<file path="src/hdl/dpsl_pkg.sv">
// Shared types, register codes and Q16.16 helpers for the decimated PI speed loop.
// No dependencies; every other file of the block imports this package.
package dpsl_pkg;

	// Register index codes of the configuration port
	typedef enum logic [2:0] {
		REG_RATED_SPEED    = 3'd0,
		REG_PROP_GAIN      = 3'd1,
		REG_INTEG_GAIN     = 3'd2,
		REG_DAMPING_FACTOR = 3'd3,
		REG_INV_POLE_PAIRS = 3'd4,
		REG_MAX_Q_CURRENT  = 3'd5,
		REG_PERIOD_TICKS   = 3'd6,
		REG_TICK_TIME      = 3'd7
	} cfg_reg_t;

	localparam int CFG_ADDR_W = 3;
	localparam int CFG_DATA_W = 31;
	localparam int GAIN_W     = 31;
	localparam int PERIOD_W   = 16;
	localparam int Q_W        = 32;

	localparam logic [GAIN_W-1:0]   RST_RATED_SPEED = 31'd65536;
	localparam logic [GAIN_W-1:0]   RST_PROP_GAIN   = 31'd65536;
	localparam logic [GAIN_W-1:0]   RST_INTEG_GAIN  = 31'd65536;
	localparam logic [GAIN_W-1:0]   RST_DAMPING     = 31'd65536;
	localparam logic [GAIN_W-1:0]   RST_INV_PP      = 31'd32768;
	localparam logic [GAIN_W-1:0]   RST_MAX_Q_CUR   = 31'd65536;
	localparam logic [PERIOD_W-1:0] RST_PERIOD      = 16'd1;
	localparam logic [GAIN_W-1:0]   RST_TICK_TIME   = 31'd13;

	localparam logic signed [Q_W-1:0] Q_MAX = 32'sh7FFF_FFFF;
	localparam logic signed [Q_W-1:0] Q_MIN = 32'sh8000_0000;

	// Queue depths (power of two, pointers wrap naturally)
	localparam int JQ_DEPTH = 2;
	localparam int JQ_PTR_W = $clog2(JQ_DEPTH);
	localparam int OQ_DEPTH = 2;
	localparam int OQ_PTR_W = $clog2(OQ_DEPTH);

	typedef struct packed {
		logic [GAIN_W-1:0]   rated_speed;
		logic [GAIN_W-1:0]   prop_gain;
		logic [GAIN_W-1:0]   integ_gain;
		logic [GAIN_W-1:0]   damping_factor;
		logic [GAIN_W-1:0]   inverse_pole_pairs;
		logic [GAIN_W-1:0]   max_q_current;
		logic [PERIOD_W-1:0] period_ticks;
		logic [GAIN_W-1:0]   tick_time;
	} cfg_t;

	// One controller update handed from the front to the back
	typedef struct packed {
		logic signed [Q_W-1:0] speed_command;
		logic signed [Q_W-1:0] measured_speed;
		logic                  startup;
		logic [GAIN_W-1:0]     elapsed_time;
	} job_t;

	// Saturate a 33-bit sum or difference to 32 bits
	function automatic logic signed [Q_W-1:0] sat33(input logic signed [Q_W:0] s);
		logic signed [Q_W-1:0] r;
		if (s[Q_W] != s[Q_W-1]) begin
			r = s[Q_W] ? Q_MIN : Q_MAX;
		end else begin
			r = s[Q_W-1:0];
		end
		return r;
	endfunction

	// Q16.16 multiply: exact product, floor shift by 16, saturate
	function automatic logic signed [Q_W-1:0] qmul(input logic signed [Q_W-1:0] a,
			input logic signed [Q_W-1:0] b);
		logic signed [2*Q_W-1:0] p;
		logic [2*Q_W-17:0]       q;
		logic signed [Q_W-1:0]   r;
		p = a * b;
		q = p[2*Q_W-1:16];
		if (!q[2*Q_W-17] && (|q[2*Q_W-18:Q_W-1])) begin
			r = Q_MAX;
		end else if (q[2*Q_W-17] && !(&q[2*Q_W-18:Q_W-1])) begin
			r = Q_MIN;
		end else begin
			r = q[Q_W-1:0];
		end
		return r;
	endfunction

endpackage

</file>
<file path="src/hdl/dpsl_front.sv">
// Front end: takes sample ticks, counts them, accumulates elapsed time and
// queues a job when the control period is reached. Depends on dpsl_pkg.
module dpsl_front import dpsl_pkg::*; (
	input  logic                  clk,
	input  logic                  arst_n,
	input  logic                  push,
	output logic                  full,
	input  logic signed [Q_W-1:0] speed_command,
	input  logic signed [Q_W-1:0] measured_speed,
	input  logic                  startup,
	input  logic [PERIOD_W-1:0]   period_ticks,
	input  logic [GAIN_W-1:0]     tick_time,
	input  logic                  jq_full,
	output logic                  job_push,
	output job_t                  job
);

	logic [PERIOD_W-1:0] tick_q;
	logic [GAIN_W-1:0]   elap_q;
	logic [PERIOD_W-1:0] tick_nxt;
	logic [GAIN_W:0]     elap_sum;
	logic [GAIN_W-1:0]   elap_nxt;
	logic                accept;
	logic                fire;

	// Stall ticks while the job queue cannot take an update
	assign full   = jq_full;
	assign accept = push && !jq_full;

	// Advance the count and the saturating time sum; period zero acts as one
	assign tick_nxt = tick_q + PERIOD_W'(1);
	assign elap_sum = {1'b0, elap_q} + {1'b0, tick_time};
	assign elap_nxt = elap_sum[GAIN_W] ? {GAIN_W{1'b1}} : elap_sum[GAIN_W-1:0];
	assign fire     = tick_nxt >= period_ticks;

	assign job_push           = accept && fire;
	assign job.speed_command  = speed_command;
	assign job.measured_speed = measured_speed;
	assign job.startup        = startup;
	assign job.elapsed_time   = elap_nxt;

	// Hold counters, restart them after an update
	always_ff @(posedge clk or negedge arst_n) begin
		if (!arst_n) begin
			tick_q <= '0;
			elap_q <= '0;
		end else if (accept) begin
			if (fire) begin
				tick_q <= '0;
				elap_q <= '0;
			end else begin
				tick_q <= tick_nxt;
				elap_q <= elap_nxt;
			end
		end
	end

endmodule

</file>
<file path="config.mk">
export PLATFORM = sky130hd
export DESIGN_NAME = dpsl_front
export DESIGN_NICKNAME = d
export VERILOG_FILES = /design/src/hdl/dpsl_pkg.sv /design/src/hdl/dpsl_front.sv
export SDC_FILE = /design/constraint.sdc
export NUM_CORES = 1
export LEC_CHECK = 0
export ABC_CLOCK_PERIOD_IN_PS = 3630
export BUFFER_PORTS_ARGS = -buffer_cell sky130_fd_sc_hd__buf_2
export CAP_MARGIN = 20
export CORE_ASPECT_RATIO = 0.75
export CORE_UTILIZATION = 30
export CTS_CLUSTER_SIZE = 14
export DETAILED_ROUTE_END_ITERATION = 10
export GPL_TIMING_DRIVEN = 0
export SYNTH_ARGS = -nofsm -noshare
export SYNTH_HDL_FRONTEND = slang
export SYNTH_SLANG_ARGS = --single-unit
</file>
<file path="constraint.sdc">
create_clock -name clk -period 3.63 [get_ports clk]
set_clock_uncertainty 0.1 [all_clocks]
set_input_delay 0.5445 -clock clk [delete_from_list [all_inputs] [get_ports clk]]
set_output_delay 0.5445 -clock clk [all_outputs]
set_load 0.03 [all_outputs]
</file>
== After elaboration in Yosys (flattened, before gate mapping) ==
Cells that the tools add are included.
Cells by class
  reductions and logical operators: 3
  mux-type cells: 3
  add/subtract/negate cells: 2
  order comparisons: 1
Operators with widths (number)
  two-way mux 31 bit: 2
  adder 31 x 31 -> 32 bit: 1
  adder 16 x 1 -> 16 bit, second input constant: 1
  greater-or-equal comparator 16 bit: 1
  two-way mux 16 bit: 1
  logical AND 1 bit: 2
  logical NOT 1 bit: 1
Storage, ports and cells
  register bits after elaboration: 47
  logic and storage cells: 11
  input bits: 116

== Longest topological paths before layout ==
  depth after elaboration: 3
  gate-level depth with buffers: 15
  gate-level depth less buffers: 14

== Worst setup path before layout ==
No wires, ideal clock.
  kind: reg2out
  start: reg tick_q[2]
  end: out job_push
  arrival time: 3.420 ns
  data required time: 2.985 ns
  setup slack: -0.434 ns
  cell stages (with the launch flop): 12
  buffers on the path: 1
  cell sequence: dfrtp_1 > clkbuf_1 > nand3_1 > nor4_1 > and3_1 > nand3_1 > xnor2_1 > ha_1 > nand4_1 > o41ai_1 > nand2_1 > inv_1
On the way
  cells in the longest elaborated chain, start to end: 3
Ends and longest elaborated chain
  from (decl): RTL line dpsl_front.sv:18  | logic [PERIOD_W-1:0] tick_q;
  from (signal assigned): RTL line dpsl_front.sv:52  | tick_q <= tick_nxt;
  adder 16 x 1 -> 16 bit: RTL line dpsl_front.sv:31  | assign tick_nxt = tick_q + PERIOD_W'(1);
  greater-or-equal comparator 16 bit: RTL line dpsl_front.sv:34  | assign fire = tick_nxt >= period_ticks;
  logical AND 1 bit: RTL line dpsl_front.sv:36  | assign job_push = accept && fire;
  to (decl): RTL line dpsl_front.sv:14  | output logic job_push,
Every way passes these cells.

==> results.yml <==
floorplan:
  die_h_um: 111
  fp.dieW_um: 147
  std_cell_rows: 39
  io_pins: 214
  start_util_pct: 30.9
  core_area_sq_um: 15300
  fp.dieArea_sq_um: 16200
synth:
  yosysTopAreaCellShare_pct: 24.9
  synth-main-ff-cell: "sky130_fd_sc_hd__dfrtp_1"
  post_synth_instance_area_sq_um: 4720
  commonest_cells_in_the_synthesized_netlist: "sky130_fd_sc_hd__buf_4 (66), sky130_fd_sc_hd__nand2_1 (64), sky130_fd_sc_hd__ha_1 (48)"
  async_flop_share_pct: 100
  netlist_top_cells_area: "sky130_fd_sc_hd__dfrtp_1 (25%), sky130_fd_sc_hd__ha_1 (13%), sky130_fd_sc_hd__buf_4 (11%), sky130_fd_sc_hd__nand2_1 (5.1%), sky130_fd_sc_hd__a21oi_1 (4.8%)"
  synth_enable_flop_cells: 0
  synthesis.instances: 569
  yosys_register_bits: 47
  yosys_warnings: 0
  synth.net_count: 734
  seq_area_frac_synth_pct: 24.9
  yosys.cell_count.top_type: "sky130_fd_sc_hd__buf_4"
  yosysUniqueCellTypes: 50
  syn_avg_cell_area_sq_um: 8.29
  netlist.top_cell.by_area: "sky130_fd_sc_hd__dfrtp_1"
status:
  violations: "negative setup slack"
  outcome: "finished with violations"
layout:
  drive_above_1_share_pct: 48.5
  num-fill-cells: 1463
  ant_diodes: 0
  final_net_count: 952
  syn_to_final_growth_pct: 55.2
clock_tree:
  clock_insertion_delay_worst_skew_ns: 0.29
  cts-buffers-inserted: 5
  cts-root-buf: "sky130_fd_sc_hd__clkbuf_16"
  tritoncts: "done"
  clock-sinks: 47
  clk_transition_reported_paths_ns: 0.07
  cts-root-to-sink-buffers: 2
  clock_tree.htree_level_count: 2
  cts-hold-fix-buffers: 0
grt:
  grt_max_degree: 29
  grt_use_total_pct: 17.5
  number_of_global_route_vias_before_repair: 4477
  globalRoute.totalOverflow: 0
  first_pass_grt_wire_length_um: 22900
  number_of_antenna_violations_at_the_first_check_in_global_routing: 0
timing:
  grt_setup_unrepaired: "yes"
  max_freq_mhz: 262
  finalSetupTns_ns: -3.96
  report.final.setup_viol: 31
  worst_slack_ns: -0.185
  period_utilisation_layout_pct: 105
  post-route-min-period_ns: 3.81
  finalMaxSlewViolations: 0
  minimum_hold_slack_ns: 0.126
  tightest_slew_ns: 0.705
  maxSlewHeadroom_pct: 53.0
  timing.final.hold_violations: 0
power:
  static-leakage-power_nw: 3.62
  cellPowerDensity_nw_per_um2: 758
  vdd.ir_drop.worst_mv: 0.459
flow_run:
  maxCapViolCount: 0
detailed_routing:
  drt.antenna.violating_nets: 0
  dr.first_iter.drc_count: 225
  met1_length_um: 7080
  via_density_per_instance: 4.83
  highest-signal-layer: "met4"
  firstDrtPassIters: 4
  route.met3.wl_um: 704
  wire_per_inst_um: 14.6
  wl_um: 14500
  route.met2.wl_um: 6680
  route.vias.total: 4793
  detail_route.drc_violations: 0
critical_path:
  critical_path.max_fanout: 2
  worstSetupStartpointType: "flop"
  timing.critical_path.max_delay_family: "compound AO/OA/AOI/OAI gates"
  critical_path_arrival_ns: 3.17
  critical-path-top-cell-by-count: "sky130_fd_sc_hd__buf_6"
  worst-endpoint-required_ns: 2.99
  crit_path_end_kind: "output pin"
  crit_path_top_delay_cell: "sky130_fd_sc_hd__or4_4"
  critical_path_buf_inv_count: 3
  crit_path_max_incr_delay_ns: 0.51
  criticalPathCategory: "flop to output pin"
  worstPathCellList: "ha_1 > buf_6 > nand2_4 > or4_4 > a211o_1 > o21a_4 > o21ai_4 > buf_6 > nand3_4 > a41oi_4 > xnor2_2 > nand2_2 > buf_6"
  worst-r2r-setup-slack_ns: 0.09
worst_hold_path:
  min-delay-path-class: "input pin to asynchronous set/reset pin"
placement:
  placement.io_buffers: 148
  gp_routability_congestion: 0.898
  dp.final_hpwl_um: 10400
==> layer usage <==
layer / global-route usage [%] / vias up
met5: 0 / -
met2: 27.4 / 139
li1: - / 2374
met3: 2.77 / 5
met1: 25.7 / 2275
met4: 2.08 / 0
==> final timing paths <==
check / from / to / depth (start not counted)
min: arst_n / elap_q[10]$_DFFE_PN0P_ / 1
max in group asynchronous: arst_n / tick_q[2]$_DFFE_PN0P_ / 2
min in group clk: tick_q[8]$_DFFE_PN0P_ / tick_q[8]$_DFFE_PN0P_ / 1
min reg2reg: tick_q[8]$_DFFE_PN0P_ / tick_q[8]$_DFFE_PN0P_ / 1
max reg2reg: tick_q[3]$_DFFE_PN0P_ / elap_q[3]$_DFFE_PN0P_ / 15
max: elap_q[20]$_DFFE_PN0P_ / job[29] / 13
==> cells by family (layout without fill, tap and decap cells) <==
kind of cell	count (synthesis)	in the layout	synth area share, %
AOI/OAI and AO/OA	168	168	23.1
and+or+nand+nor	150	150	16.1
buffers and inverters	114	333	15.0
adders and majority gates	49	49	13.2
DFF	47	47	24.9
xor gates and xnor gates	40	40	7.43
muxes	1	1	0.212
==> per-stage QoR <==
stage               total power, mW  instances  utilization, %  instance area, sq um  setup slack [ns]
global route                   5.88        993            47.9                  7320            -0.328
detailed placement             3.53        923            37.7                  5760             -1.10
global placement               3.51        922            37.6                  5740             -1.09
CTS                            5.16        969            44.9                  6860            -0.210
floorplan                      2.89        569               -                  4740            0.0144
finish                         5.55        993            47.9                  7320            -0.185
==> flip-flops by register name (all words and copies together) (netlist names) <==
signal / cells
elap_q: 31
tick_q: 16
==> where the power goes <==
| group | switching, mW | internal, mW |
|---|---|---|
| Clock | 0.216 | 0.343 |
| Combinational | 2.22 | 1.97 |
| Sequential | 0.120 | 0.674 |
==> placed cells by master, fill, tap and decap left out, types with 4 or more instances in the layout <==
cell / instances
sky130_fd_sc_hd__clkbuf_16: 5
sky130_fd_sc_hd__nand2_2: 4
sky130_fd_sc_hd__nand2_4: 19
sky130_fd_sc_hd__nand2b_4: 6
sky130_fd_sc_hd__ha_1: 39
sky130_fd_sc_hd__buf_4: 122
sky130_fd_sc_hd__dfrtp_1: 44
sky130_fd_sc_hd__xor2_1: 14
sky130_fd_sc_hd__o21ai_0: 41
sky130_fd_sc_hd__a21oi_1: 39
sky130_fd_sc_hd__nor2_1: 15
sky130_fd_sc_hd__nand2b_1: 6
sky130_fd_sc_hd__clkbuf_1: 11
sky130_fd_sc_hd__xnor2_1: 19
sky130_fd_sc_hd__o21a_1: 4
sky130_fd_sc_hd__nand2_1: 52
sky130_fd_sc_hd__a21oi_2: 5
sky130_fd_sc_hd__nand3_1: 13
sky130_fd_sc_hd__nand4_1: 8
sky130_fd_sc_hd__buf_12: 8
sky130_fd_sc_hd__buf_2: 116
sky130_fd_sc_hd__buf_6: 39
sky130_fd_sc_hd__inv_1: 26
sky130_fd_sc_hd__ha_4: 8
sky130_fd_sc_hd__o211ai_1: 6
sky130_fd_sc_hd__xnor2_2: 4
sky130_fd_sc_hd__a22o_1: 24
sky130_fd_sc_hd__a21o_1: 18
==> area by class of cell <==
cell class / count / area, sq um / share of cell area, %
multi-input cells: 408 / 3420 / 46.7
repair buffers: 215 / 1550 / 21.2
flip-flops and latches: 47 / 1180 / 16.1
plain buffers: 83 / 639 / 8.73
well taps: 205 / 256 / 3.50
clock buffers: 6 / 139 / 1.90
inverters: 27 / 101 / 1.38
clock inverters: 2 / 35.0 / 0.478
==> timing repair <==
action | CTS | global route
resized for setup | 150 | 58
setup endpoints to repair | 79 | 64
cloned | 3 | 1
setup buffers | 36 | 27
pin swaps | 21 | 26
Power figures use the tool's default switching activity.
