===== src/hdl/dpsl_pkg.sv =====
// Shared types, register codes and Q16.16 helpers for the decimated PI speed loop.
// No dependencies; every other file of the block imports this package.
package dpsl_pkg;

	// Register index codes of the configuration port
	typedef enum logic [2:0] {
		REG_RATED_SPEED    = 3'd0,
		REG_PROP_GAIN      = 3'd1,
		REG_INTEG_GAIN     = 3'd2,
		REG_DAMPING_FACTOR = 3'd3,
		REG_INV_POLE_PAIRS = 3'd4,
		REG_MAX_Q_CURRENT  = 3'd5,
		REG_PERIOD_TICKS   = 3'd6,
		REG_TICK_TIME      = 3'd7
	} cfg_reg_t;

	localparam int CFG_ADDR_W = 3;
	localparam int CFG_DATA_W = 31;
	localparam int GAIN_W     = 31;
	localparam int PERIOD_W   = 16;
	localparam int Q_W        = 32;

	localparam logic [GAIN_W-1:0]   RST_RATED_SPEED = 31'd65536;
	localparam logic [GAIN_W-1:0]   RST_PROP_GAIN   = 31'd65536;
	localparam logic [GAIN_W-1:0]   RST_INTEG_GAIN  = 31'd65536;
	localparam logic [GAIN_W-1:0]   RST_DAMPING     = 31'd65536;
	localparam logic [GAIN_W-1:0]   RST_INV_PP      = 31'd32768;
	localparam logic [GAIN_W-1:0]   RST_MAX_Q_CUR   = 31'd65536;
	localparam logic [PERIOD_W-1:0] RST_PERIOD      = 16'd1;
	localparam logic [GAIN_W-1:0]   RST_TICK_TIME   = 31'd13;

	localparam logic signed [Q_W-1:0] Q_MAX = 32'sh7FFF_FFFF;
	localparam logic signed [Q_W-1:0] Q_MIN = 32'sh8000_0000;

	// Queue depths (power of two, pointers wrap naturally)
	localparam int JQ_DEPTH = 2;
	localparam int JQ_PTR_W = $clog2(JQ_DEPTH);
	localparam int OQ_DEPTH = 2;
	localparam int OQ_PTR_W = $clog2(OQ_DEPTH);

	typedef struct packed {
		logic [GAIN_W-1:0]   rated_speed;
		logic [GAIN_W-1:0]   prop_gain;
		logic [GAIN_W-1:0]   integ_gain;
		logic [GAIN_W-1:0]   damping_factor;
		logic [GAIN_W-1:0]   inverse_pole_pairs;
		logic [GAIN_W-1:0]   max_q_current;
		logic [PERIOD_W-1:0] period_ticks;
		logic [GAIN_W-1:0]   tick_time;
	} cfg_t;

	// One controller update handed from the front to the back
	typedef struct packed {
		logic signed [Q_W-1:0] speed_command;
		logic signed [Q_W-1:0] measured_speed;
		logic                  startup;
		logic [GAIN_W-1:0]     elapsed_time;
	} job_t;

	// Saturate a 33-bit sum or difference to 32 bits
	function automatic logic signed [Q_W-1:0] sat33(input logic signed [Q_W:0] s);
		logic signed [Q_W-1:0] r;
		if (s[Q_W] != s[Q_W-1]) begin
			r = s[Q_W] ? Q_MIN : Q_MAX;
		end else begin
			r = s[Q_W-1:0];
		end
		return r;
	endfunction

	// Q16.16 multiply: exact product, floor shift by 16, saturate
	function automatic logic signed [Q_W-1:0] qmul(input logic signed [Q_W-1:0] a,
			input logic signed [Q_W-1:0] b);
		logic signed [2*Q_W-1:0] p;
		logic [2*Q_W-17:0]       q;
		logic signed [Q_W-1:0]   r;
		p = a * b;
		q = p[2*Q_W-1:16];
		if (!q[2*Q_W-17] && (|q[2*Q_W-18:Q_W-1])) begin
			r = Q_MAX;
		end else if (q[2*Q_W-17] && !(&q[2*Q_W-18:Q_W-1])) begin
			r = Q_MIN;
		end else begin
			r = q[Q_W-1:0];
		end
		return r;
	endfunction

endpackage


===== src/hdl/dpsl_job_queue.sv =====
// Short queue of pending controller updates between front and back.
// Depends on dpsl_pkg (job_t, JQ_DEPTH).
module dpsl_job_queue import dpsl_pkg::*; (
	input  logic clk,
	input  logic arst_n,
	input  logic wr_en,
	input  job_t wr_job,
	output logic full,
	output logic valid,
	input  logic rd_en,
	output job_t rd_job
);

	job_t                mem_q [JQ_DEPTH];
	logic [JQ_PTR_W-1:0] wr_ptr_q;
	logic [JQ_PTR_W-1:0] rd_ptr_q;
	logic [JQ_PTR_W:0]   cnt_q;
	logic                do_wr;
	logic                do_rd;

	assign full   = cnt_q == (JQ_PTR_W+1)'(JQ_DEPTH);
	assign valid  = cnt_q != '0;
	assign do_wr  = wr_en && !full;
	assign do_rd  = rd_en && valid;
	assign rd_job = mem_q[rd_ptr_q];

	// Store entries
	always_ff @(posedge clk) begin
		if (do_wr) begin
			mem_q[wr_ptr_q] <= wr_job;
		end
	end

	// Advance pointers and fill count
	always_ff @(posedge clk or negedge arst_n) begin
		if (!arst_n) begin
			wr_ptr_q <= '0;
			rd_ptr_q <= '0;
			cnt_q    <= '0;
		end else begin
			if (do_wr) begin
				wr_ptr_q <= wr_ptr_q + JQ_PTR_W'(1);
			end
			if (do_rd) begin
				rd_ptr_q <= rd_ptr_q + JQ_PTR_W'(1);
			end
			if (do_wr && !do_rd) begin
				cnt_q <= cnt_q + (JQ_PTR_W+1)'(1);
			end else if (do_rd && !do_wr) begin
				cnt_q <= cnt_q - (JQ_PTR_W+1)'(1);
			end
		end
	end

endmodule


===== config.mk =====
export PLATFORM = sky130hd
export DESIGN_NAME = dpsl_job_queue
export DESIGN_NICKNAME = d
export VERILOG_FILES = /design/src/hdl/dpsl_pkg.sv /design/src/hdl/dpsl_job_queue.sv
export SDC_FILE = /design/constraint.sdc
export NUM_CORES = 1
export LEC_CHECK = 0
export ABC_AREA = 1
export BUFFER_PORTS_ARGS = -buffer_cell sky130_fd_sc_hd__buf_4
export CAP_MARGIN = 25
export CORE_MARGIN = 5
export CORE_UTILIZATION = 30
export CTS_CLUSTER_SIZE = 16
export DETAILED_ROUTE_END_ITERATION = 16
export GPL_TIMING_DRIVEN = 0
export PLACE_DENSITY = 0.54
export SYNTH_ARGS = -nofsm -noshare
export SYNTH_HDL_FRONTEND = slang
export SYNTH_SLANG_ARGS = --single-unit

===== constraint.sdc =====
create_clock -name clk -period 7.3 [get_ports clk]
set_input_delay 1.46 -clock clk [delete_from_list [all_inputs] [get_ports clk]]
set_output_delay 1.46 -clock clk [all_outputs]
set_load 0.05 [all_outputs]

* Word level (Yosys, flattened, before mapping) *
Memories as Yosys holds them, arrays and structs flattened.
Index checks and enable logic that the tools add are counted.

word-level totals
  bits in writable memories = 192
  word-level logic and storage cells = 22
  memories = 1
  input port bits = 100
  output and inout bits = 98
  register bits after elaboration = 4

memory list
  name   depth  bits a word  rd ports  clocked after memory_dff  wr ports  RTL line              RTL
  mem_q  2      96           1         0                         1         dpsl_job_queue.sv:14  job_t mem_q [JQ_DEPTH];

operators by class
  $add $sub $neg = 4
  equal/unequal tests = 1
  reductions and logical operators = 9
  mux-type cells = 4

operator list
  operator               number
  $logic_and A1 B1 Y1    4
  $mux W2                2
  $reduce_bool A2 Y1     2
  $logic_not A1 Y1       3
  $add A1 B1 Y1 const B  2
  $add A2 B1 Y2 const B  1
  $eq A2 B2 Y1 const B   1
  $mux W1                2
  $sub A2 B1 Y2 const B  1

* Depth between registers and ports, before layout *
Gate-level depths: netlist (run 1).

  depth after elaboration = 7
  mapped depth = 9
  depth with buffers taken out = 9

* Worst setup path after synthesis (run 1) *
Ideal clock, no wire load.

  path kind = input port to flip-flop
  start = input wr_en
  end = memory mem_q[1][0] in the netlist's numbering, enable pin
  data required time = 6.749 ns
  path buffers = 0
  stages on the path = 2
  setup slack = 1.187 ns
  library setup time = 0.551 ns
  data arrival time = 5.561 ns
  path through = o21ai_0 -> nor2_1

between the ends
  longest elaborated chain between the ends = 3

ends and longest elaborated chain
  element                        RTL line              RTL
  from (decl)                    dpsl_job_queue.sv:6   input logic wr_en,
  $logic_and A1 B1 Y1            dpsl_job_queue.sv:23  assign do_wr = wr_en && !full;
  $mux W1                        dpsl_job_queue.sv:29  if (do_wr) begin
  $mux W1 (not written as such)  dpsl_job_queue.sv:30  mem_q[wr_ptr_q] <= wr_job;
  to (decl)                      dpsl_job_queue.sv:14

Every way passes these cells.

==> results of run 1 <==
cell type report:
| type | instances | area [sq um] |
|---|---|---|
| Fill cell | 2256 | 13800 |
| Sequential cell | 196 | 5870 |
| Timing Repair Buffer | 202 | 1600 |
| Multi-Input combinational cell | 308 | 1180 |
| Clock buffer | 18 | 429 |
| Tap cell | 319 | 399 |
| Clock inverter | 13 | 164 |
| Buffer | 21 | 143 |
| Inverter | 8 | 35.0 |
cells by family after synthesis:
logic type	count (synthesis)	synth area share [%]
flops	196	81.3
compound gates	1	0.0693
simple gates	305	15.9
buf+inv	29	2.43
fa+ha+maj	1	0.173
xor+xnor	1	0.121
state kept, by name (all words and copies together) (netlist names):
register and cells:
mem_q 192, rd_ptr_q 1, cnt_q 2, wr_ptr_q 1
worst max-delay path by stage:
| stage | from | endpoint | slack [ps] | depth (start not counted) |
|---|---|---|---|---|
| 5_1_grt | rd_ptr_q | rd_job[64] | 3940 | 7 |
| 6_report | rd_ptr_q | rd_job[52] | 4070 | 7 |
| 3_3_place_gp | wr_en | mem_q[1][5] | -1780 | 3 |
| 2_1_floorplan | wr_en | mem_q[1][0] | 1190 | 2 |
| 3_5_place_dp | wr_en | mem_q[0][9] | 4120 | 6 |
| 4_1_cts | rd_ptr_q | rd_job[52] | 3990 | 7 |
metal layers:
layer / global-route usage (%) / share of wire, %
met1: 14.7 / 42
met3: 5.44 / 9.3
met2: 19.3 / 48
met5: 0 / 0.085
met4: 2.65 / 0.71
stage by stage:
step	power (W)	worst slack [ps]
global placement	0.00398	-1780
floorplan	0.00319	1190
detailed placement	0.00398	4120
CTS	0.00494	3990
global route	0.00511	3940
finish	0.00485	4070
cells in the final DEF (no fill, tap or decap), types with 3 or more instances in the layout:
| cell type | instances |
|---|---|
| buf_4 | 202 |
| edfxtp_1 | 192 |
| nand2_1 | 299 |
| inv_6 | 4 |
| buf_2 | 12 |
| buf_16 | 3 |
| clkbuf_16 | 17 |
| buf_6 | 4 |
| clkinv_4 | 4 |
| inv_1 | 6 |
| inv_8 | 3 |
| dfrtp_1 | 4 |
worst reg2reg max path: cells and delay by family, from the launching register on:
family	cells	cell delay, ps
buffers and inverters	3	950
DFF	1	380
and+or+nand+nor	3	350
where the power goes:
part	switching, W	leakage (nW)	internal (W)
Clock	0.000426	0.292	0.000518
Combinational	0.00170	2.04	0.000623
Sequential	0.0000500	1.83	0.00153
Total	0.00218	4.17	0.00267
==> impl_results.md, run 1 <==
* Slowest stage cell, crit path: dfrtp_1
* Register bit total from synthesis at ~200
* Yosys warning count at 0
* CP top delay family: buffers and inverters
* GR Util All Layers at 11.9%
* Clk sinks at roughly 200
* Final Setup Violations at 0
* Cells after Synth at 533
* Placed Cells at roughly 1,100
* Placeable Area at around 24,000 sq um
* Slew @ Worst Pin at 700 ps
* Vias/cell at ~4.1
* DP Area at around 9200 sq um
* Cts hold-fix bufs at 0
* CTS buffer count at 17
* Die width at about 170 microns
* Hold Violations, Final at 0
* WP data required at 5840 ps
* R2R depth at 6
* Nets at around 860
* R2R Path End: mem_q[0][92]
* I/O pin cnt at 198
* Synth area leaders: edfxtp_1 (80%), nand2_1 (16%), dfrtp_1 (1.4%)
* CP bufs+invs at 5
* Crit path time final at approximately 3200 ps
* Slew HR at around 53%
* Peak supply drop at 0.199 mV
* Remaining antenna violation count at 0
* Antenna violations before repair at 1
* Slew Viols, Final at 0
* Gpl congestion at between 0.6 and 0.7
* Clk_skew at just under 6 ps
* Utilization of the core after routing at 41.6%
* Routed WL per cell at between 15 and 20 microns
* Worst EP arrival at around 1800 ps
* First-pass GRT wire length at roughly 24,000 microns
* CP max FO at 10
* First drt pass iteration count at 6
* Post-synth EDFFs at between 150 and 200
* Area growth, synth to finish at 36.1%
* Syn Nets at 634
* Initial Util at a little under a third
* Cell taking the most area after synthesis: edfxtp_1
* Crit share post-route at between 40 and 50%
* Fin cells at 1,085
* Synth Cell Area at about 7200 sq um
* Clock buffer depth at 2
* Worst flop-to-flop path startpoint: cnt_q[1]
* N_diodes at 0
* Max incr delay on CP at 360 ps
* Clock Pin Slew Worst Setup and Hold Paths at ~70 ps
* Worst Hold Endpoint: cnt_q[1]
* Fin Hold WS at 485 ps
* Syn_area_per_cell at approximately 14 sq um
* Worst Path Class, Setup: reg2out
* CTS tree: built
* Worst Setup Start Kind: flop
* Final wirelength at 16,500 microns
* HP Class: reg2reg
* Post-route setup TNS at 0 ps
* Leakage at 4.17 nW
* Max-cap violations at 0
* Design area at 9820 sq um
* Main flop type after synthesis: edfxtp_1
* Synth top area share at between 70% and 80%
* Vias in the first global route at about 4,400
* Via count at about 4,500
* Synth cell types at 14
* Post-synth top cells: nand2_1 (299), edfxtp_1 (192), buf_2 (12)
* Htree depth at 4
* Worst Hold Depth at 2
* Die area at ~27,000 sq um
* GRT overflow at 0
* Outcome: completed
* Layout cells sized above 1 at 33.4%
* Clk_lat worst skew at 410 ps
* Initial DRC Count at approximately 190
* RSZ-0062 raised after global routing: false
* Buffers on Ports at between 150 and 200
* Hold Crit Start: cnt_q[1]
* DRC violation count after routing at 0
* PwrDens at roughly 490 nW/um^2
* Post-DP HPWL at around 11,000 microns
* Fmax at between 300 and 400 MHz
* Die Ht at approximately 170 microns
* R2r setup slk at approximately 5200 ps
* Post-CTS Repair Setup Buffers at 0
* Count leader, synth: nand2_1
* Row count at between 50 and 60
* Largest net degree at the start of global routing at 50
* Ys async rst share at slightly above 2%
* Sequential area share after synthesis at 81.3%
* Clock Tree Root: clkbuf_16
* Post-CTS Resized at 0
* CP endpoint kind: output port
* Crit path cell chain: buf_4, inv_4, buf_6, buf_6, nand2_1, nand2_1, buf_4
(Power assumes the default switching activity.)
==> run 2: changes to the inputs <==
- PLACE_DENSITY: 0.54 -> 0.55
- clock period: 7.3 -> 2.75 ns (I/O delays scaled with it)
==> impl_results.md, run 2 (same netlist as run 1, synthesis figures left out) <==
* Clock buffer depth at 2
* Worst Path Class, Setup: reg2out
* PwrDens at 1310 nW/um^2
* N_diodes at 0
* Worst EP arrival at about 1800 ps
* Routed WL per cell at 15.4 microns
* R2R depth at 7
* Crit path cell chain: buf_4, inv_4, buf_6, buf_6, nand2_1, nand2_1, buf_4
* CTS buffer count at 17
* Final wirelength at between 15,000 and 20,000 microns
* I/O pin cnt at 198
* Worst setup margin at roughly 420 ps
* Cts hold-fix bufs at 1
* Hold Violations, Final at 0
* First drt pass iteration count at 4
* Gpl congestion at approximately 0.72
* Die Ht at ~170 microns
* Max-cap violations at 0
* Area growth, synth to finish at 36.4%
* Outcome: completed
* Most frequent cells in the layout: nand2_1 (299), buf_4 (202), edfxtp_1 (192)
* Htree depth at 4
* Crit share post-route at between 80 and 90%
* Final Setup Violations at 0
* First-pass GRT wire length at 25,100 microns
* Layout cells sized above 1 at 33.5%
* Vias in the first global route at 4,432
* Via count at 4,446
* HP Class: in2reg
* CP max FO at 10
* Top Registers: mem_q: 192 flops, cnt_q: 2 flops
* Initial Util at between 30% and 40%
* Worst slack, placed at 627 ps
* CP startpoint: rd_ptr_q
* Post-DP HPWL at 11,600 microns
* Commonest non-fill, non-tap cell in the layout: nand2_1
* DRC violation count after routing at 0
* Slew @ Worst Pin at between 400 and 500 ps
* Antenna violations before repair at 0
* Slew HR at a little under three quarters
* CTS tree: built
* Clk_skew at between 10 and 15 ps
* R2R Path End: mem_q[0][95]
* Slowest stage cell, crit path: dfrtp_1
* Worst setup path end: rd_job[44]
* Crit path time final at ~2300 ps
* Clk sinks at roughly 200
* Largest Register: mem_q
* Peak supply drop at between 0.5 and 0.6 mV
* Post-CTS Repair Setup Buffers at 0
* WP data required at 2200 ps
* Largest register FFs at between 150 and 200
* Die area at 27,300 sq um
* CP endpoint kind: output port
* Placeable Area at between 20,000 and 25,000 sq um
* Post-CTS Resized at 0
* Nets at roughly 860
* Leakage at 4.16 nW
* RSZ-0062 raised after global routing: false
* Remaining antenna violation count at 0
* Initial DRC Count at roughly 240
* Clock Pin Slew Worst Setup and Hold Paths at about 70 ps
* Vias/cell at roughly 4.1
* GRT overflow at 0
* Max incr delay on CP at approximately 360 ps
* Slew Viols, Final at 0
* Clock Tree Root: clkbuf_16
* Row count at 56
* Clk_lat worst skew at about 430 ps
* Die width at roughly 170 microns
* Buffers on Ports at 197
* Worst flop-to-flop path startpoint: cnt_q[1]
* Fin Hold WS at 301 ps
* R2r setup slk at approximately 800 ps
* Worst Setup Start Kind: flop
* GR Util All Layers at about an eighth
* Largest net degree at the start of global routing at 33
* Fmax at between 400 and 500 MHz
## run 2: cell types whose count changed in the layout (fill, tap and decap cells not counted), sizes merged
cell         delta
buf             +2
inv             -5
dlygate4sd3     +1
clkinvlp        +3
bufinv          +1
## run 2: power by group
part	total [W]	switching, W	internal, W
Combinational	0.00622	0.00455	0.00168
Sequential	0.00420	0.000138	0.00406
Clock	0.00251	0.00108	0.00143
## run 2: worst min-delay path by stage
stage | from | to | slack, ps | cells after the start
detailed placement | arst_n | cnt_q[1] | 350 | 1
CTS | wr_job[68] | mem_q[1][68] | 280 | 1
floorplan | arst_n | cnt_q[0] | 250 | 0
global placement | arst_n | cnt_q[1] | 350 | 1
finish | wr_job[49] | mem_q[0][49] | 300 | 1
global route | wr_job[70] | mem_q[0][70] | 270 | 1
## run 2: metrics by stage
| step | cells | instance area, sq um | util, % | total power [W] | TNS, ps |
|---|---|---|---|---|---|
| finish | 1087 | 9850 | 41.7 | 0.0129 | 0 |
| global route | 1087 | 9850 | 41.7 | 0.0136 | 0 |
| CTS | 1087 | 9850 | 41.7 | 0.0132 | 0 |
| detailed placement | 1056 | 9250 | 39.2 | 0.0106 | 0 |
| global placement | 1049 | 9110 | 38.6 | 0.0105 | -181070 |
| floorplan | 533 | 7240 | - | 0.00845 | 0 |
## run 2: area by class of cell
cell class              count  area [sq um]
fillers                  2242         13800
clock inverters            12           154
plain buffers              21           143
well taps                 319           399
clock buffers              18           429
multi-input cells         308          1190
repair buffers            205          1630
inverters                   8          36.3
flip-flops and latches    196          5870
## run 2: metal layers
metal | vias up | global-route usage (%) | wire (microns)
met3 | 12 | 4.86 | 1240
met2 | 124 | 20.0 | 8200
met5 | - | 0 | 0
li1 | 2241 | - | -
met1 | 2069 | 15.2 | 7110
met4 | 0 | 3.21 | 162
## run 2: worst max-delay path: cells and delay by family, from the launching register on
kind                   cells  cell delay, ps
flip-flops                 1             360
buffers and inverters      5             840
AND/OR/NAND/NOR            2             140
