## config.mk

```make
export PLATFORM = sky130hd
export DESIGN_NAME = dpsl_cfg_regs
export DESIGN_NICKNAME = d
export VERILOG_FILES = /design/src/hdl/dpsl_pkg.sv /design/src/hdl/dpsl_cfg_regs.sv
export SDC_FILE = /design/constraint.sdc
export NUM_CORES = 1
export LEC_CHECK = 0
export CORE_ASPECT_RATIO = 0.9
export CORE_MARGIN = 2
export CORE_UTILIZATION = 45
export CTS_BUF_LIST = sky130_fd_sc_hd__clkbuf_16
export DETAILED_ROUTE_END_ITERATION = 8
export DONT_BUFFER_PORTS = 1
export PLACE_DENSITY = 0.65
export SLEW_MARGIN = 10
export SYNTH_ARGS = -nofsm -noshare
export SYNTH_HDL_FRONTEND = slang
export SYNTH_SLANG_ARGS = --single-unit
```

## constraint.sdc

```tcl
create_clock -name clk -period 1 [get_ports clk]
set_clock_uncertainty 0.05 [all_clocks]
set_input_delay 0.15 -clock clk [delete_from_list [all_inputs] [get_ports clk]]
set_output_delay 0.15 -clock clk [all_outputs]
set_load 0.02 [all_outputs]
```

## src/hdl/dpsl_pkg.sv

```systemverilog
// Shared types, register codes and Q16.16 helpers for the decimated PI speed loop.
// No dependencies; every other file of the block imports this package.
package dpsl_pkg;

	// Register index codes of the configuration port
	typedef enum logic [2:0] {
		REG_RATED_SPEED    = 3'd0,
		REG_PROP_GAIN      = 3'd1,
		REG_INTEG_GAIN     = 3'd2,
		REG_DAMPING_FACTOR = 3'd3,
		REG_INV_POLE_PAIRS = 3'd4,
		REG_MAX_Q_CURRENT  = 3'd5,
		REG_PERIOD_TICKS   = 3'd6,
		REG_TICK_TIME      = 3'd7
	} cfg_reg_t;

	localparam int CFG_ADDR_W = 3;
	localparam int CFG_DATA_W = 31;
	localparam int GAIN_W     = 31;
	localparam int PERIOD_W   = 16;
	localparam int Q_W        = 32;

	localparam logic [GAIN_W-1:0]   RST_RATED_SPEED = 31'd65536;
	localparam logic [GAIN_W-1:0]   RST_PROP_GAIN   = 31'd65536;
	localparam logic [GAIN_W-1:0]   RST_INTEG_GAIN  = 31'd65536;
	localparam logic [GAIN_W-1:0]   RST_DAMPING     = 31'd65536;
	localparam logic [GAIN_W-1:0]   RST_INV_PP      = 31'd32768;
	localparam logic [GAIN_W-1:0]   RST_MAX_Q_CUR   = 31'd65536;
	localparam logic [PERIOD_W-1:0] RST_PERIOD      = 16'd1;
	localparam logic [GAIN_W-1:0]   RST_TICK_TIME   = 31'd13;

	localparam logic signed [Q_W-1:0] Q_MAX = 32'sh7FFF_FFFF;
	localparam logic signed [Q_W-1:0] Q_MIN = 32'sh8000_0000;

	// Queue depths (power of two, pointers wrap naturally)
	localparam int JQ_DEPTH = 2;
	localparam int JQ_PTR_W = $clog2(JQ_DEPTH);
	localparam int OQ_DEPTH = 2;
	localparam int OQ_PTR_W = $clog2(OQ_DEPTH);

	typedef struct packed {
		logic [GAIN_W-1:0]   rated_speed;
		logic [GAIN_W-1:0]   prop_gain;
		logic [GAIN_W-1:0]   integ_gain;
		logic [GAIN_W-1:0]   damping_factor;
		logic [GAIN_W-1:0]   inverse_pole_pairs;
		logic [GAIN_W-1:0]   max_q_current;
		logic [PERIOD_W-1:0] period_ticks;
		logic [GAIN_W-1:0]   tick_time;
	} cfg_t;

	// One controller update handed from the front to the back
	typedef struct packed {
		logic signed [Q_W-1:0] speed_command;
		logic signed [Q_W-1:0] measured_speed;
		logic                  startup;
		logic [GAIN_W-1:0]     elapsed_time;
	} job_t;

	// Saturate a 33-bit sum or difference to 32 bits
	function automatic logic signed [Q_W-1:0] sat33(input logic signed [Q_W:0] s);
		logic signed [Q_W-1:0] r;
		if (s[Q_W] != s[Q_W-1]) begin
			r = s[Q_W] ? Q_MIN : Q_MAX;
		end else begin
			r = s[Q_W-1:0];
		end
		return r;
	endfunction

	// Q16.16 multiply: exact product, floor shift by 16, saturate
	function automatic logic signed [Q_W-1:0] qmul(input logic signed [Q_W-1:0] a,
			input logic signed [Q_W-1:0] b);
		logic signed [2*Q_W-1:0] p;
		logic [2*Q_W-17:0]       q;
		logic signed [Q_W-1:0]   r;
		p = a * b;
		q = p[2*Q_W-1:16];
		if (!q[2*Q_W-17] && (|q[2*Q_W-18:Q_W-1])) begin
			r = Q_MAX;
		end else if (q[2*Q_W-17] && !(&q[2*Q_W-18:Q_W-1])) begin
			r = Q_MIN;
		end else begin
			r = q[Q_W-1:0];
		end
		return r;
	endfunction

endpackage

```

## src/hdl/dpsl_cfg_regs.sv

```systemverilog
// Configuration register file of the speed loop.
// Depends on dpsl_pkg (cfg_t, register codes, reset values).
module dpsl_cfg_regs import dpsl_pkg::*; (
	input  logic                  clk,
	input  logic                  arst_n,
	input  logic                  cfg_wr_en,
	input  logic [CFG_ADDR_W-1:0] cfg_addr,
	input  logic [CFG_DATA_W-1:0] cfg_wdata,
	output cfg_t                  cfg
);

	cfg_t cfg_q;

	// Write the addressed register, truncated to its width
	always_ff @(posedge clk or negedge arst_n) begin
		if (!arst_n) begin
			cfg_q.rated_speed        <= RST_RATED_SPEED;
			cfg_q.prop_gain          <= RST_PROP_GAIN;
			cfg_q.integ_gain         <= RST_INTEG_GAIN;
			cfg_q.damping_factor     <= RST_DAMPING;
			cfg_q.inverse_pole_pairs <= RST_INV_PP;
			cfg_q.max_q_current      <= RST_MAX_Q_CUR;
			cfg_q.period_ticks       <= RST_PERIOD;
			cfg_q.tick_time          <= RST_TICK_TIME;
		end else if (cfg_wr_en) begin
			case (cfg_reg_t'(cfg_addr))
				REG_RATED_SPEED:    cfg_q.rated_speed        <= cfg_wdata;
				REG_PROP_GAIN:      cfg_q.prop_gain          <= cfg_wdata;
				REG_INTEG_GAIN:     cfg_q.integ_gain         <= cfg_wdata;
				REG_DAMPING_FACTOR: cfg_q.damping_factor     <= cfg_wdata;
				REG_INV_POLE_PAIRS: cfg_q.inverse_pole_pairs <= cfg_wdata;
				REG_MAX_Q_CURRENT:  cfg_q.max_q_current      <= cfg_wdata;
				REG_PERIOD_TICKS:   cfg_q.period_ticks       <= cfg_wdata[PERIOD_W-1:0];
				REG_TICK_TIME:      cfg_q.tick_time          <= cfg_wdata;
				default:            cfg_q                    <= cfg_q;
			endcase
		end
	end

	assign cfg = cfg_q;

endmodule

```

* After elaboration in Yosys (flattened, before gate mapping)
Index checks and enable logic that the tools add are counted.
Word-level totals: register bits 233, input port bits 37, output and inout bits 233, logic and storage cells 24
Cells by class: equality and inequality tests 7, reductions and logical operators 9
Operators by type and width (number):
- $reduce_and 2->1 | 8
- $eq 3x3->1 const B | 4
- $eq 3x2->1 const B | 2
- $eq 3x1->1 const B | 1
- $logic_not 3->1 | 1

* Longest topological paths before layout
Gate-level depths: netlist of run 1.
word-level depth 2, depth in mapped cells 4, mapped depth without buffers 2

* Worst setup path before layout of run 1
OpenSTA, ideal clock, no wires.
kind in2reg, start in cfg_addr[1], end reg cfg_q (netlist bit cfg[217]), library setup time 0.125 ns, arrival time 1.220 ns, data required time 0.825 ns, slack -0.395 ns, stages on the path 4, buffers on the path 2, cell sequence buf_2 nor4b_2 buf_4 mux2_2
Between the ends: word-level cells in the longest chain between the ends 2
Ends and longest elaborated chain:
- start, declared | line dpsl_cfg_regs.sv:7 | input logic [CFG_ADDR_W-1:0] cfg_addr,
- $logic_not 3->1 | line dpsl_cfg_regs.sv:26 | case (cfg_reg_t'(cfg_addr))
- $reduce_and 2->1 (no source line)
- end signal, assigned | line dpsl_cfg_regs.sv:35 | default: cfg_q <= cfg_q;
- end, declared | line dpsl_cfg_regs.sv:12 | cfg_t cfg_q;
Every way passes these cells. A chain may end at the register's enable or synchronous reset.

* Worst setup path in the final report of run 1
start reg cfg_q (netlist bit cfg[0]), end out cfg[0] (netlist name)
RTL lines:
- end, declared | line dpsl_cfg_regs.sv:9 | output cfg_t cfg
No word-level cell between the ends.

==> results of run 1 <==
==> power by group <==
group	internal, W	switching, W
Combinational	0.00744	0.00502
Sequential	0.0116	0.00178
Clock	0.00478	0.00370
Total	0.0238	0.0105
==> cell type report <==
cell class | instances | area (um2)
clock buffers | 25 | 626
clock inverters | 18 | 113
fillers | 1071 | 4830
multi-input cells | 241 | 3110
flip-flops and latches | 233 | 5840
well taps | 250 | 313
repair buffers | 413 | 4200
==> cells in the mapped netlist <==
master / number
nor4b_2: 1
mux2_1: 9
buf_2: 21
dfrtp_1: 223
and4bb_1: 1
dfstp_2: 10
nand4_1: 1
nand4b_2: 1
mux2_2: 224
buf_4: 3
and4bb_2: 2
nand4b_1: 2
==> through the flow <==
stage / hold slack [ns] / TNS [ns]
floorplan: -0.196 / -49.97
global placement: -0.189 / -38.99
detailed placement: -0.190 / -39.71
CTS: -0.733 / -59.61
global route: -0.740 / -66.21
finish: -0.717 / -59.11
==> cell families (layout without fill, tap and decap cells) <==
| kind of cell | Yosys count | in the layout |
|---|---|---|
| flops | 233 | 233 |
| buf+inv | 24 | 456 |
| mux | 233 | 233 |
| simple gates | 8 | 8 |
==> metal layers <==
metal  global-route usage (%)  part of all wire (%)  up-vias
met5                        0                     0        -
met4                     4.93                   1.7        0
met3                     6.33                   7.1       35
met2                     41.4                    52      209
met1                     30.8                    40     3118
li1                         -                     -     2603
==> how the worst max path moves through the flow <==
stage                startpoint        to
CTS                     cfg[93]   cfg[93]
finish                   cfg[0]    cfg[0]
detailed placement  cfg_addr[1]  cfg[204]
global placement    cfg_addr[1]  cfg[227]
floorplan           cfg_addr[1]  cfg[217]
global route            cfg[93]   cfg[93]
==> what timing repair did <==
item                                    4_1_cts  5_1_grt
buffers inserted                             86       61
resized for setup                           223       23
endpoints found under the hold margin       466      233
endpoints found under the setup margin      233      235
==> run metrics, run 1 <==
worst r2r dst=cfg[90]; most frequent cells in the layout=buf_6 (239), dfrtp_1 (223), buf_4 (133); largest net degree at the start of global routing=234; fin worst setup slack=-0.318 ns; placed cell areas=11100 um2; CTS tree=done; combinational family with the most area after synthesis=multiplexers; post-detailed-route DRC marker count=0; global placer's final weighted congestion=0.750; DR vias/cell=5.06; Data required, critical path=0.80 ns; first-pass GRT wire length=37.7 mm; clk buf depth=3; final net count=950; effective utilization at floorplan=45.6%; ratio of cells with drive above 1 in the final layout=71.7%; number of distinct library cell variants in the gate-level netlist after synthesis=12; die outline height=136 um; first-pass detailed-route iteration total=4; share of the synthesized area in compound gates (AO/OA/AOI/OAI)=0%; leakage component of the power=6.82 nW; largest area contributor in the synthesized netlist=dfrtp_1; CTS buffer count=24; worst min-delay path class=input port to asynchronous set/reset pin; fraction of the yosys area taken by sequential cells=67.3%; endpoints failing hold=233; number of buffers inserted by hold repair at cts=31; Cells after DPL=960; Max transition margin=67.5%; slack of the worst reg-to-reg path=-0.10 ns; YS warnings=0; critical path start-end classification=register to output port; max-cap check violation count=0; area of the core region=19000 um2; power consumption=0.0343 W; global routing usage summed across all routing layers=24.0%; worst slack after detailed placement=-0.314 ns; half-perimeter wire length of the detailed placement result=14.5 mm; cell area after synthesis=8690 um2; post-layout util=74.6%; Period minus WS final=1.32 ns; Ant. Diodes=0; cells taking the most area after synthesis=dfrtp_1 (64%), mux2_2 (29%), dfstp_2 (3.0%); Pwr per Cell Area=2420 nW/um2; proportion of synthesized area in mux cells=30.2%; post-synthesis simple-gate area fraction=1.05%; Critical Path AT=1.12 ns; area grow syn2layout=63.6%; Clock Tree Root=clkbuf_16; horizontal die dimension=150 um; post-route worst hold slack=-0.717 ns; number of register bits inferred by synthesis=233; worst-case vdd ir drop=1900 uV; Via Count=5965; Worst Tran Pin Value=0.486 ns; placement row count=48; number of antenna violations at the first check in global routing=0; path length in cells of the critical path=0; clock sink count=233; Final Slew Violations=0; number of top-level pins=270; Adder-Cell Fraction of Synth Area=0%; violated checks=negative hold slack, negative setup slack; DRT iter0 DRCs=277; R2R depth=3; post-synthesis xor/xnor area fraction=0%; WL/cell=22.0 um; crit path capture type=output port; most frequent standard cell in the layout excluding fill and tap cells=buf_6; Skew-Pair Late Insertion Delay=0.51 ns; Post-Synthesis Cells=498; count of final setup violators=270; Non-Filler Instances=1180; unrepaired setup endpoints after global routing=yes; worst reg2reg path startpoint=cfg[90]; Critical Path Fanout Max=2; Post-Synthesis Net Count=535; timing-limited maximum frequency=0.759 GHz; number of buffers inserted by port buffering=0; Die Area=20400 um2; routed wire length=26.0 mm; Antenna Nets Post-Route=0; total overflow reported by the global router=0; ratio of final minimum period to clock period=132%; number of flip-flops under the largest register name=233; vias in the first global route=6380; CTS clock-pin slew for the worst setup and hold paths=0.06 ns; fraction of post-synthesis cell area in the top cell type by area=64.2%; status=complete, but fails checks; number of H-tree levels=1; mean instance size in the synthesized netlist=17.4 um2; cell area after layout=14200 um2; Startpoint Class=register
(Power assumes the default switching activity.)
==> run 2: changes to the inputs <==
--- a/config.mk
+++ b/config.mk
@@ -5,13 +5,15 @@
 export SDC_FILE = /design/constraint.sdc
 export NUM_CORES = 1
 export LEC_CHECK = 0
+export CELL_PAD_IN_SITES_DETAIL_PLACEMENT = 2
+export CELL_PAD_IN_SITES_GLOBAL_PLACEMENT = 2
 export CORE_ASPECT_RATIO = 0.9
 export CORE_MARGIN = 2
-export CORE_UTILIZATION = 45
+export CORE_UTILIZATION = 43
 export CTS_BUF_LIST = sky130_fd_sc_hd__clkbuf_16
 export DETAILED_ROUTE_END_ITERATION = 8
 export DONT_BUFFER_PORTS = 1
-export PLACE_DENSITY = 0.65
+export PLACE_DENSITY = 0.83
 export SLEW_MARGIN = 10
 export SYNTH_ARGS = -nofsm -noshare
 export SYNTH_HDL_FRONTEND = slang
==> run 2 against run 1 <==
  * The run now fails in 4_1_cts
  * Area after synthesis did not move
  * Synthesized cell count did not move
==> run metrics, run 2 <==
status=stopped before the end; Fail Step=4_1_cts; Stop Error=[ERROR DPL-0033] detailed placement checks failed during check placement.; global placer's final weighted congestion=0.791; cells taking the most area after synthesis=dfrtp_1 (64%), mux2_2 (29%), dfstp_2 (3.0%); number of H-tree levels=1; half-perimeter wire length of the detailed placement result=20.6 mm; Clock Tree Root=clkbuf_16; number of buffers inserted by port buffering=0; number of register bits inferred by synthesis=233; setup repair bufs after CTS=123; Post-Synthesis Net Count=535; Post-synth EDFFs=0; Post-Synthesis Cells=498; number of buffers inserted by hold repair at cts=31; effective utilization at floorplan=43.6%; Post-CTS Resized=229; clk buf depth=3; mean instance size in the synthesized netlist=17.4 um2; largest area contributor in the synthesized netlist=dfrtp_1; placement row count=49; horizontal die dimension=154 um; fraction of post-synthesis cell area in the top cell type by area=64.2%; predominant post-synthesis flop cell=dfrtp_1; most common library cells after synthesis=mux2_2 (224), dfrtp_1 (223), buf_2 (21); fraction of the yosys area taken by sequential cells=67.3%; cell area after synthesis=8690 um2; share of flip-flops with an asynchronous set or reset after synthesis=100%; die outline height=139 um; CTS buffer count=25; YS warnings=0; clock sink count=233; number of distinct library cell variants in the gate-level netlist after synthesis=12; number of top-level pins=270; count leader, synth=mux2_2
run 2: cell counts after synthesis:
No cell type changed its count.
run 2: cells by family after synthesis:
family	synth area share (%)
muxes	30.2
DFF	67.3
buffers and inverters	1.47
and+or+nand+nor	1.05
run 2: stage by stage:
step                cells  cell area [um2]  hold slack (ns)  setup WS [ns]
detailed placement    971            11200           -0.191         -0.349
global placement      971            11200           -0.187         -0.320
floorplan             498             9240           -0.196         -0.331
==> run 3: changes to the inputs <==
==> config.mk (replaced) <==
export PLATFORM = sky130hd
export DESIGN_NAME = dpsl_cfg_regs
export DESIGN_NICKNAME = d
export VERILOG_FILES = /design/src/hdl/dpsl_pkg.sv /design/src/hdl/dpsl_cfg_regs.sv
export SDC_FILE = /design/constraint.sdc
export NUM_CORES = 1
export LEC_CHECK = 0
export CORE_MARGIN = 2
export CORE_UTILIZATION = 30
export DETAILED_ROUTE_END_ITERATION = 8
export DONT_BUFFER_PORTS = 1
export PLACE_DENSITY_LB_ADDON = 0.15
export SLEW_MARGIN = 10
export SYNTH_ARGS = -nofsm -noshare
export SYNTH_HDL_FRONTEND = slang
export SYNTH_SLANG_ARGS = --single-unit
==> run 3 against run 2 <==
  * The flow now finishes, with violations (negative hold slack, negative setup slack)
==> run metrics, run 3 (same netlist as run 1, synthesis figures left out) <==
Max transition margin=72.5%; number of buffers inserted by hold repair at cts=31; number of top-level pins=270; ratio of final minimum period to clock period=132%; Antenna Nets Post-Route=0; clk buf depth=3; fin worst setup slack=-0.322 ns; DRT iter0 DRCs=216; unrepaired setup endpoints after global routing=yes; ratio of cells with drive above 1 in the final layout=70.4%; total of fill cells in the finished design=2420; most frequent standard cell in the layout excluding fill and tap cells=buf_6; area grow syn2layout=64.2%; number of flip-flops under the largest register name=233; CTS clock-pin slew for the worst setup and hold paths=0.06 ns; Startpoint Class=register; worst min-delay path class=input port to asynchronous set/reset pin; vias in the first global route=6360; timing-limited maximum frequency=0.757 GHz; most frequent cells in the layout=buf_6 (234), dfrtp_1 (223), mux2_2 (133); worst slack after detailed placement=-0.309 ns; Final Slew Violations=0; area taken by multi-input logic gates=3100 um2; Skew-Pair Late Insertion Delay=0.53 ns; Critical Path AT=1.12 ns; CTS buffer count=27; Worst Tran Pin Value=0.412 ns; largest net degree at the start of global routing=234; CTS tree=done; path length in cells of the critical path=0; leakage component of the power=6.70 nW; number of H-tree levels=1; Pwr per Cell Area=2450 nW/um2; crit path capture type=output port; worst reg2reg path startpoint=cfg[157]; first-pass GRT wire length=38.4 mm; endpoints failing hold=233; worst-case vdd ir drop=1260 uV; status=complete, but fails checks; area of the core region=28600 um2; post-detailed-route DRC marker count=0; count of final setup violators=259; number of antenna violations at the first check in global routing=0; DR vias/cell=4.43; Clock Tree Root=clkbuf_16; half-perimeter wire length of the detailed placement result=15.5 mm; Critical Path Fanout Max=2; Via Count=5696; post-route worst hold slack=-0.727 ns; effective utilization at floorplan=30.3%; routed wire length=24.8 mm; global placer's final weighted congestion=0.718; max-cap check violation count=0; first-pass detailed-route iteration total=4; R2R depth=3; horizontal die dimension=174 um; global routing usage summed across all routing layers=16.1%; Die Area=30300 um2; die outline height=174 um; Data required, critical path=0.80 ns; critical path start-end classification=register to output port; number of buffers inserted by port buffering=0; Period minus WS final=1.32 ns; clock sink count=233; placement row count=62; total overflow reported by the global router=0; Sequential cell area=5840 um2; violated checks=negative hold slack, negative setup slack; final net count=919; Ant. Diodes=0; Critical Path Source=cfg[187]; WL/cell=19.3 um
## run 3: power by group
part | switching (W) | total (W) | internal, W | leakage (nW)
Clock | 0.00376 | 0.00979 | 0.00603 | 0.435
Sequential | 0.00168 | 0.0133 | 0.0116 | 2.78
Combinational | 0.00479 | 0.0118 | 0.00705 | 3.48
## run 3: what timing repair did
action	in CTS	in global routing
resized for setup	223	15
endpoints found under the setup margin	233	233
buffers inserted	74	38
endpoints found under the hold margin	466	233
## run 3: cell type report
cell class                 instances  share of cell area (%)
sequential                       233                    41.0
timing repair buffer             379                    27.7
multi-input combinational        241                    21.8
clock buffer                      41                    5.39
tap                              384                    3.37
clock inverter                     8                   0.807
## run 3: worst paths after layout
check                      endpoint  slack, ns
setup / recovery           cfg[187]      -0.32
hold / removal              cfg[29]      -0.73
min in group clk            cfg[46]       0.04
hold reg to reg            cfg[130]       0.48
setup reg to reg           cfg[157]      -0.09
max in group asynchronous  cfg[186]       1.25
## run 3: layer usage
metal / vias to the layer above / part of all wire [%] / wire [um] / GRT usage [%]
met4: 0 / 1.8 / 457 / 3.68
li1: 2541 / - / - / -
met5: - / 0 / 0 / 0
met3: 32 / 7.8 / 1940 / 5.31
met2: 176 / 48 / 11900 / 26.8
met1: 2947 / 43 / 10600 / 20.5
## run 3: through the flow
step	instance area (um2)	TNS, ns	utilization (%)	instances	power, W
3_3_place_gp	11300	-40.33	39.6	1094	0.0218
6_report	14300	-60.04	49.8	1286	0.0349
5_1_grt	14300	-70.22	49.8	1286	0.0364
4_1_cts	13900	-64.74	48.6	1248	0.0347
3_5_place_dp	11300	-40.84	39.6	1094	0.0220
2_1_floorplan	9240	-49.97	-	498	0.0179
